### src/rtl/kec_pkg.sv
// Shared types and constants for the keyed entry cache.
// No dependencies.
package kec_pkg;

    localparam int KEY_W    = 31;
    localparam int TIME_W   = 32;
    localparam int LEN_W    = 16;
    localparam int TMO_W    = 16;
    localparam int KIND_W   = 3;
    localparam int STATUS_W = 3;
    localparam int SLOT_W   = 4;
    localparam int OCC_W    = 5;

    localparam logic [TMO_W-1:0] DEFAULT_TIMEOUT = 16'd300;

    typedef enum logic [KIND_W-1:0] {
        KIND_ADD     = 3'd0,
        KIND_UPDATE  = 3'd1,
        KIND_ADD_UPD = 3'd2,
        KIND_GET     = 3'd3,
        KIND_REMOVE  = 3'd4
    } t_kind;

    typedef enum logic [STATUS_W-1:0] {
        ST_DONE    = 3'd0,
        ST_INVALID = 3'd1,
        ST_EXISTS  = 3'd2,
        ST_ABSENT  = 3'd3,
        ST_EXPIRED = 3'd4
    } t_status;

    // compare unit results
    typedef struct packed {
        logic key_eq;
        logic older;
        logic expired;
    } t_cmp_res;

endpackage

### src/rtl/kec_ram.sv
// Entry storage: one write port, one registered read port.
// Depends on nothing.
module kec_ram #(
    parameter int DEPTH = 16,
    parameter int WIDTH = 143
) (
    input  logic                     i_clk,
    input  logic                     i_wr_en,
    input  logic [$clog2(DEPTH)-1:0] i_wr_addr,
    input  logic [WIDTH-1:0]         i_wr_data,
    input  logic                     i_rd_en,
    input  logic [$clog2(DEPTH)-1:0] i_rd_addr,
    output logic [WIDTH-1:0]         o_rd_data
);

    logic [WIDTH-1:0] r_mem [DEPTH];
    logic [WIDTH-1:0] r_rd_data;

    always_ff @(posedge i_clk) begin
        if (i_wr_en) begin
            r_mem[i_wr_addr] <= i_wr_data;
        end
        if (i_rd_en) begin
            r_rd_data <= r_mem[i_rd_addr];
        end
    end

    assign o_rd_data = r_rd_data;

endmodule

### src/rtl/kec_cmp.sv
// Shared compare unit: key match, oldest-time compare, lifetime check.
// Depends on kec_pkg.
module kec_cmp (
    input  logic [kec_pkg::KEY_W-1:0]  i_ent_key,
    input  logic [kec_pkg::KEY_W-1:0]  i_req_key,
    input  logic [kec_pkg::TIME_W-1:0] i_ent_time,
    input  logic [kec_pkg::TIME_W-1:0] i_best_time,
    input  logic [kec_pkg::TIME_W-1:0] i_hit_time,
    input  logic [kec_pkg::TMO_W-1:0]  i_timeout,
    input  logic [kec_pkg::TIME_W-1:0] i_now,
    output kec_pkg::t_cmp_res          o_res
);

    logic [kec_pkg::TIME_W:0] w_limit;

    // limit computed one bit wider so it never wraps
    assign w_limit = {1'b0, i_hit_time} + (kec_pkg::TIME_W+1)'(i_timeout);

    always_comb begin
        o_res.key_eq  = (i_ent_key == i_req_key);
        o_res.older   = (i_ent_time < i_best_time);
        o_res.expired = (w_limit < {1'b0, i_now});
    end

endmodule

### src/rtl/keyed_entry_cache_with_ttl.sv
// Each request scans every slot through the single read port of the entry memory,
// one slot per cycle, then passes the drain, decide and output states; key zero or
// an unknown kind goes straight to the decide state. A new request is taken only in
// the idle state, once the previous result has moved into the output register.
// A pending result may wait in the output register while the next request is taken.
// Reset: all slots invalid, occupancy 0, timeout 300; no clearing pass.
module keyed_entry_cache_with_ttl #(
    parameter int ENTRIES    = 16,
    parameter int DATA_WIDTH = 64
) (
    input  logic                          i_clk,
    input  logic                          i_rst_n,
    // configuration
    input  logic                          i_cfg_valid,
    output logic                          o_cfg_ready,
    input  logic [kec_pkg::TMO_W-1:0]     i_cfg_data,
    // request
    input  logic                          i_valid,
    output logic                          o_ready,
    input  logic [kec_pkg::KIND_W-1:0]    i_kind,
    input  logic [kec_pkg::KEY_W-1:0]     i_key,
    input  logic [63:0]                   i_write_data,
    input  logic [kec_pkg::LEN_W-1:0]     i_write_length,
    input  logic [kec_pkg::TIME_W-1:0]    i_now_time,
    // result
    output logic                          o_valid,
    input  logic                          i_ready,
    output logic [kec_pkg::STATUS_W-1:0]  o_status,
    output logic [63:0]                   o_read_data,
    output logic [kec_pkg::LEN_W-1:0]     o_read_length,
    output logic [kec_pkg::SLOT_W-1:0]    o_slot,
    output logic [kec_pkg::OCC_W-1:0]     o_occupancy
);

    localparam int AW = $clog2(ENTRIES);
    localparam int CW = $clog2(ENTRIES + 1);
    localparam int EW = kec_pkg::KEY_W + kec_pkg::TIME_W + kec_pkg::LEN_W + DATA_WIDTH;
    localparam logic [AW-1:0] LAST = AW'(ENTRIES - 1);

    typedef enum logic [2:0] {
        S_IDLE,
        S_SCAN,
        S_DRAIN,
        S_DECIDE,
        S_OUT
    } t_state;

    t_state r_state;

    // request
    logic [kec_pkg::KIND_W-1:0] r_kind;
    logic [kec_pkg::KEY_W-1:0]  r_key;
    logic [DATA_WIDTH-1:0]      r_wdata;
    logic [kec_pkg::LEN_W-1:0]  r_wlen;
    logic [kec_pkg::TIME_W-1:0] r_now;
    logic [kec_pkg::TMO_W-1:0]  r_timeout;

    // table state
    logic [ENTRIES-1:0] r_valid;
    logic [CW-1:0]      r_count;

    // scan
    logic [AW-1:0] r_addr;
    logic          r_cmp_vld;
    logic [AW-1:0] r_cmp_idx;

    logic                       r_hit;
    logic [AW-1:0]              r_hit_idx;
    logic [kec_pkg::TIME_W-1:0] r_hit_time;
    logic [DATA_WIDTH-1:0]      r_hit_data;
    logic [kec_pkg::LEN_W-1:0]  r_hit_len;
    logic                       r_free;
    logic [AW-1:0]              r_free_idx;
    logic [AW-1:0]              r_best_idx;
    logic [kec_pkg::TIME_W-1:0] r_best_time;

    // result staging and output
    kec_pkg::t_status           r_res_status;
    logic [DATA_WIDTH-1:0]      r_res_data;
    logic [kec_pkg::LEN_W-1:0]  r_res_len;
    logic [AW-1:0]              r_res_slot;

    logic                       r_o_valid;
    kec_pkg::t_status           r_o_status;
    logic [63:0]                r_o_data;
    logic [kec_pkg::LEN_W-1:0]  r_o_len;
    logic [kec_pkg::SLOT_W-1:0] r_o_slot;
    logic [kec_pkg::OCC_W-1:0]  r_o_occ;

    // memory
    logic [EW-1:0]              w_rd_data;
    logic [kec_pkg::KEY_W-1:0]  w_ent_key;
    logic [kec_pkg::TIME_W-1:0] w_ent_time;
    logic [kec_pkg::LEN_W-1:0]  w_ent_len;
    logic [DATA_WIDTH-1:0]      w_ent_data;
    kec_pkg::t_cmp_res          w_cmp;

    // decision
    logic             n_wr;
    logic [AW-1:0]    n_idx;
    logic             n_set_valid;
    logic             n_clr_valid;
    logic             n_inc;
    logic             n_dec;
    kec_pkg::t_status n_status;
    logic             n_rd;
    logic [AW-1:0]    w_ins_idx;

    logic w_accept;
    logic w_bypass;

    assign w_accept    = i_valid && o_ready;
    assign w_bypass    = (i_kind > kec_pkg::KIND_REMOVE) || (i_key == '0);
    assign o_ready     = (r_state == S_IDLE);
    assign o_cfg_ready = 1'b1;

    assign {w_ent_key, w_ent_time, w_ent_len, w_ent_data} = w_rd_data;

    kec_ram #(
        .DEPTH(ENTRIES),
        .WIDTH(EW)
    ) u_ram (
        .i_clk    (i_clk),
        .i_wr_en  ((r_state == S_DECIDE) && n_wr),
        .i_wr_addr(n_idx),
        .i_wr_data({r_key, r_now, r_wlen, r_wdata}),
        .i_rd_en  (r_state == S_SCAN),
        .i_rd_addr(r_addr),
        .o_rd_data(w_rd_data)
    );

    kec_cmp u_cmp (
        .i_ent_key  (w_ent_key),
        .i_req_key  (r_key),
        .i_ent_time (w_ent_time),
        .i_best_time(r_best_time),
        .i_hit_time (r_hit_time),
        .i_timeout  (r_timeout),
        .i_now      (r_now),
        .o_res      (w_cmp)
    );

    assign w_ins_idx = r_free ? r_free_idx : r_best_idx;

    always_comb begin
        n_wr        = 1'b0;
        n_idx       = r_hit_idx;
        n_set_valid = 1'b0;
        n_clr_valid = 1'b0;
        n_inc       = 1'b0;
        n_dec       = 1'b0;
        n_status    = kec_pkg::ST_DONE;
        n_rd        = 1'b0;
        if (r_kind > kec_pkg::KIND_REMOVE) begin
            n_idx = '0;
        end else if (r_key == '0) begin
            n_idx    = '0;
            n_status = kec_pkg::ST_INVALID;
        end else begin
            unique case (r_kind)
                kec_pkg::KIND_ADD: begin
                    if (r_hit) begin
                        n_status = kec_pkg::ST_EXISTS;
                    end else begin
                        n_idx       = w_ins_idx;
                        n_wr        = 1'b1;
                        n_set_valid = 1'b1;
                        n_inc       = r_free;
                    end
                end
                kec_pkg::KIND_UPDATE: begin
                    if (r_hit) begin
                        n_wr = 1'b1;
                    end else begin
                        n_idx    = '0;
                        n_status = kec_pkg::ST_ABSENT;
                    end
                end
                kec_pkg::KIND_ADD_UPD: begin
                    n_wr        = 1'b1;
                    n_set_valid = 1'b1;
                    if (!r_hit) begin
                        n_idx = w_ins_idx;
                        n_inc = r_free;
                    end
                end
                kec_pkg::KIND_GET: begin
                    if (!r_hit) begin
                        n_idx    = '0;
                        n_status = kec_pkg::ST_ABSENT;
                    end else if (w_cmp.expired) begin
                        n_clr_valid = 1'b1;
                        n_dec       = 1'b1;
                        n_status    = kec_pkg::ST_EXPIRED;
                    end else begin
                        n_rd = 1'b1;
                    end
                end
                default: begin
                    if (r_hit) begin
                        n_clr_valid = 1'b1;
                        n_dec       = 1'b1;
                    end else begin
                        n_idx    = '0;
                        n_status = kec_pkg::ST_ABSENT;
                    end
                end
            endcase
        end
    end

    // configuration
    always_ff @(posedge i_clk) begin
        if (!i_rst_n) begin
            r_timeout <= kec_pkg::DEFAULT_TIMEOUT;
        end else if (i_cfg_valid && o_cfg_ready) begin
            r_timeout <= (i_cfg_data == '0) ? kec_pkg::DEFAULT_TIMEOUT : i_cfg_data;
        end
    end

    // request capture
    always_ff @(posedge i_clk) begin
        if (w_accept) begin
            r_kind  <= i_kind;
            r_key   <= i_key;
            r_wdata <= i_write_data[DATA_WIDTH-1:0];
            r_wlen  <= i_write_length;
            r_now   <= i_now_time;
        end
    end

    // valid bits and occupancy
    always_ff @(posedge i_clk) begin
        if (!i_rst_n) begin
            r_valid <= '0;
            r_count <= '0;
        end else if (r_state == S_DECIDE) begin
            if (n_set_valid) begin
                r_valid[n_idx] <= 1'b1;
            end
            if (n_clr_valid) begin
                r_valid[n_idx] <= 1'b0;
            end
            if (n_inc) begin
                r_count <= r_count + CW'(1);
            end else if (n_dec) begin
                r_count <= r_count - CW'(1);
            end
        end
    end

    // scan tracking
    always_ff @(posedge i_clk) begin
        if (!i_rst_n) begin
            r_cmp_vld <= 1'b0;
            r_hit     <= 1'b0;
            r_free    <= 1'b0;
        end else begin
            r_cmp_vld <= (r_state == S_SCAN);
            r_cmp_idx <= r_addr;
            if (w_accept) begin
                r_hit      <= 1'b0;
                r_free     <= 1'b0;
                r_best_idx <= '0;
            end else if (r_cmp_vld) begin
                if (r_valid[r_cmp_idx] && w_cmp.key_eq && !r_hit) begin
                    r_hit      <= 1'b1;
                    r_hit_idx  <= r_cmp_idx;
                    r_hit_time <= w_ent_time;
                    r_hit_data <= w_ent_data;
                    r_hit_len  <= w_ent_len;
                end
                if (!r_valid[r_cmp_idx] && !r_free) begin
                    r_free     <= 1'b1;
                    r_free_idx <= r_cmp_idx;
                end
                if ((r_cmp_idx == '0) || w_cmp.older) begin
                    r_best_idx  <= r_cmp_idx;
                    r_best_time <= w_ent_time;
                end
            end
        end
    end

    // sequencer and output register
    always_ff @(posedge i_clk) begin
        if (!i_rst_n) begin
            r_state   <= S_IDLE;
            r_addr    <= '0;
            r_o_valid <= 1'b0;
        end else begin
            if (r_o_valid && i_ready && (r_state != S_OUT)) begin
                r_o_valid <= 1'b0;
            end
            unique case (r_state)
                S_IDLE: begin
                    if (w_accept) begin
                        r_addr  <= '0;
                        r_state <= w_bypass ? S_DECIDE : S_SCAN;
                    end
                end
                S_SCAN: begin
                    if (r_addr == LAST) begin
                        r_state <= S_DRAIN;
                    end else begin
                        r_addr <= r_addr + AW'(1);
                    end
                end
                S_DRAIN: begin
                    r_state <= S_DECIDE;
                end
                S_DECIDE: begin
                    r_res_status <= n_status;
                    r_res_slot   <= n_idx;
                    r_res_data   <= n_rd ? r_hit_data : '0;
                    r_res_len    <= n_rd ? r_hit_len : '0;
                    r_state      <= S_OUT;
                end
                S_OUT: begin
                    if (!r_o_valid || i_ready) begin
                        r_o_valid  <= 1'b1;
                        r_o_status <= r_res_status;
                        r_o_data   <= 64'(r_res_data);
                        r_o_len    <= r_res_len;
                        r_o_slot   <= kec_pkg::SLOT_W'(r_res_slot);
                        r_o_occ    <= kec_pkg::OCC_W'(r_count);
                        r_state    <= S_IDLE;
                    end
                end
                default: begin
                    r_state <= S_IDLE;
                end
            endcase
        end
    end

    assign o_valid       = r_o_valid;
    assign o_status      = r_o_status;
    assign o_read_data   = r_o_data;
    assign o_read_length = r_o_len;
    assign o_slot        = r_o_slot;
    assign o_occupancy   = r_o_occ;

endmodule
### config.mk
export PLATFORM = sky130hd
export DESIGN_NAME = keyed_entry_cache_with_ttl
export DESIGN_NICKNAME = d
export VERILOG_FILES = /design/src/rtl/kec_pkg.sv /design/src/rtl/kec_ram.sv /design/src/rtl/kec_cmp.sv /design/src/rtl/keyed_entry_cache_with_ttl.sv
export SDC_FILE = /design/constraint.sdc
export NUM_CORES = 2
export LEC_CHECK = 0
export BUFFER_PORTS_ARGS = -buffer_cell sky130_fd_sc_hd__buf_2
export CAP_MARGIN = 20
export CORE_AREA = 2 2 529 426
export CTS_BUF_LIST = sky130_fd_sc_hd__clkbuf_4 sky130_fd_sc_hd__clkbuf_8
export DETAILED_ROUTE_END_ITERATION = 7
export DIE_AREA = 0 0 531 428
export GPL_ROUTABILITY_DRIVEN = 0
export GPL_TIMING_DRIVEN = 0
export HOLD_SLACK_MARGIN = 0.05
export PLACE_DENSITY = 0.72
export REMOVE_ABC_BUFFERS = 1
export SYNTH_ARGS = -nofsm -noshare
export SYNTH_HDL_FRONTEND = slang
export SYNTH_SLANG_ARGS = --single-unit
### constraint.sdc
create_clock -name i_clk -period 28.5 [get_ports i_clk]
set_input_delay 8.55 -clock i_clk [delete_from_list [all_inputs] [get_ports i_clk]]
set_output_delay 8.55 -clock i_clk [all_outputs]
set_load 0.02 [all_outputs]
==> reports/results.txt <==
number of port buffers -> 260
Primary FF master, synth -> edfxtp_1
crit path launch type -> input pin
sink count of the clock tree -> 2964
maximum frequency from static timing analysis -> 0.0950 GHz
cell count of the worst reg-to-reg path -> 20
fin. max-slew vios -> 0
kind of end point of the critical path -> register
Via Count -> 51187
post-placement worst setup slack -> 16.90 ns
Final ANT Viol Nets -> 0
Ys Warns -> 0
Post-Route WL -> 249 mm
Power Density -> 69.0 nW/µm²
max_cap viols -> 0
starting DRC count in detailed routing -> 6257
Critical R2R Launch -> r_hit_time[0]
Setup Skew -> 0.0967 ns
post-synthesis cell area -> 111000 µm²
Final nets -> 5630
most common cell after layout, fill and taps aside -> edfxtp_1
post-synthesis instance total -> 4646
count of final hold-check violations -> 0
number of H-tree levels -> 5
register-to-register setup slack -> 22.23 ns
half-perimeter wire length after detailed placement -> 151 mm
min cycle time layout -> 10.52 ns
GRT Total Usage -> 22.0%
setup violation total in the final timing report -> 0
aggregate global routing overflow -> 0
Initial Util -> 49.8%
clock root buffer -> clkbuf_8
average wire length per cell after detail routing -> 28.7 µm
average vias per placed instance -> 5.89
flops & latches, synth -> 2964
top fanout value on the critical path -> 11
HP Class -> reg -> reg
number of buffers inserted to repair setup after CTS -> 0
worst voltage drop across the vdd grid -> 0.0406 mV
Die Y -> 428 µm
layout overhead on the synthesized area -> 15.7%
drt drc -> 0
Clock transition at path regs -> 0.06 ns
placed inst area -> 120000 µm²
Design Power -> 8.83 mW
number of global-route vias before repair -> 53050
CTS buffer count -> 448
critical path class -> in -> reg
fill cell count -> 15358
antenna violations before repair -> 16
global-route wire length before repair -> 361 mm
CTS tree -> yes
tightest slew margin relative to the limit -> 27.0%
mean post-synth cell area -> 23.8 µm²
commonest cells after routing, fill and taps aside -> 2916 x edfxtp_1, 718 x mux4_2, 461 x clkbuf_8
first-pass iteration count of the detailed router -> 6
static leakage -> 40.1 nW
Final Worst Setup Slack -> 17.98 ns
Post-synth EDFFs -> 2916
Design Area, Final -> 128000 µm²
timing endpoint of the critical path -> r_hit_data[2]
quantity of gates resized following cts -> 0
RSZ-0062 raised after global routing -> false
hold slack final -> 0.400 ns
maximum number of pins on one net before global-route repair -> 77
sequential area share after synthesis -> 80.0%
crit path launch -> i_valid
total core area -> 222000 µm²
Distinct cells, synth -> 70
run status -> finished, final reports clean
multi-input gate area in the final layout -> 21200 µm²
share of the clock period used by the worst path after layout -> 36.9%
number of placed I/O pins -> 262
share of async-settable or async-resettable flops after synthesis -> 0%
number of core rows -> 155
Post-CTS Hold Fix Bufs -> 0
final-layout setup total negative slack -> 0 ns
worst reg2reg endpoint -> r_valid[9]
clock insertion delay at the later pin of the skew report -> 1.11 ns
die area -> 227000 µm²
fraction of final layout cells with drive strength greater than 1 -> 33.3%
Seq. cell area -> 88500 µm²
Worst Path Arrival -> 11.26 ns
die width -> 531 µm
measured slew at the worst slew-check pin -> 1.09 ns
maximum clock path buffer count -> 4
Data required, critical path -> 29.23 ns
==> synth_stat cells (all sizes together), types with 20 or more instances <==
library cell / count / area [µm²]
o21ai: 40 / 200
edfxtp: 2916 / 87600
buf: 61 / 235
inv: 81 / 304
nor4: 33 / 206
xnor2: 26 / 228
nand4: 20 / 125
xor2: 37 / 324
clkbuf: 129 / 494
mux4: 718 / 16200
a21oi: 45 / 225
nand2: 46 / 173
nor2: 69 / 267
ha: 82 / 1030
nor2b: 22 / 138
dfxtp: 48 / 961
and2: 90 / 563
==> worst min path at each step <==
| stage | start | endpoint | slack, ns | cells past startpoint |
|---|---|---|---|---|
| 3_5_place_dp | r_res_data[36] | o_read_data[36] | 0.40 | 0 |
| 4_1_cts | u_ram.o_rd_data[73] | r_hit_len[9] | 0.40 | 0 |
| 3_3_place_gp | u_ram.o_rd_data[48] | r_hit_data[48] | 0.40 | 0 |
| 6_report | u_ram.o_rd_data[77] | r_hit_len[13] | 0.40 | 0 |
| 2_1_floorplan | r_res_data[0] | o_read_data[0] | 0.40 | 0 |
| 5_1_grt | u_ram.o_rd_data[73] | r_hit_len[9] | 0.41 | 0 |
==> per-layer routing <==
layer	track usage [%]	share of wire (%)
met4	7.03	2.9
met1	31.4	41
met5	0	0.0096
met3	3.89	7.5
met2	34.7	49
==> power breakdown <==
part           switching (mW)  internal, mW
clock network            1.55          1.73
registers               0.121          4.93
logic                   0.247         0.255
total                    1.91          6.92
==> state kept, by name, summed over array words and instances, names as in the netlist, 5 cells and up <==
name             flops
r_res_data          64
r_hit_data          64
r_timeout           16
r_key               31
o_read_data         64
o_read_length       16
r_hit_len           16
r_wdata             64
r_hit_time          32
r_res_len           16
r_count              5
u_ram.r_mem       2288
r_valid             16
r_now               32
r_best_time         32
u_ram.o_rd_data    143
r_wlen              16
o_occupancy          5
==> layout make-up <==
type,count,share of cell area [%]
clock buffer,618,5.88
clock inverter,162,0.616
tap,2983,2.92
sequential,2964,69.2
inverter,81,0.249
timing repair buffer,473,4.55
antenna,4,0.00782
multi-input combinational,1411,16.6
==> critical path, stage by stage <==
cell and delay (ns):
buf_2 0.11, nand2_1 0.52, nand3_1 0.39, nor4_2 0.47, buf_4 0.26, buf_4 0.20, buf_4 0.20, buf_4 0.19
buf_4 0.19, buf_6 0.15
==> cell families after synthesis <==
family,count (synthesis),synth area share [%]
flip-flops,2964,80.0
multiplexers,736,14.8
AND/OR/NAND/NOR,351,1.75
buffers and inverters,271,0.934
AO/OA/AOI/OAI,176,1.03
adder cells (fa/ha/maj),84,0.964
XOR/XNOR,63,0.499
other,1,0.00339
==> through the flow <==
step / util [%] / cells
floorplan: - / 4456
global route: 57.6 / 8695
finish: 57.6 / 8696
detailed placement: 53.9 / 7912
CTS: 57.6 / 8692
global placement: 51.8 / 7699
(Power assumes the default switching activity.)
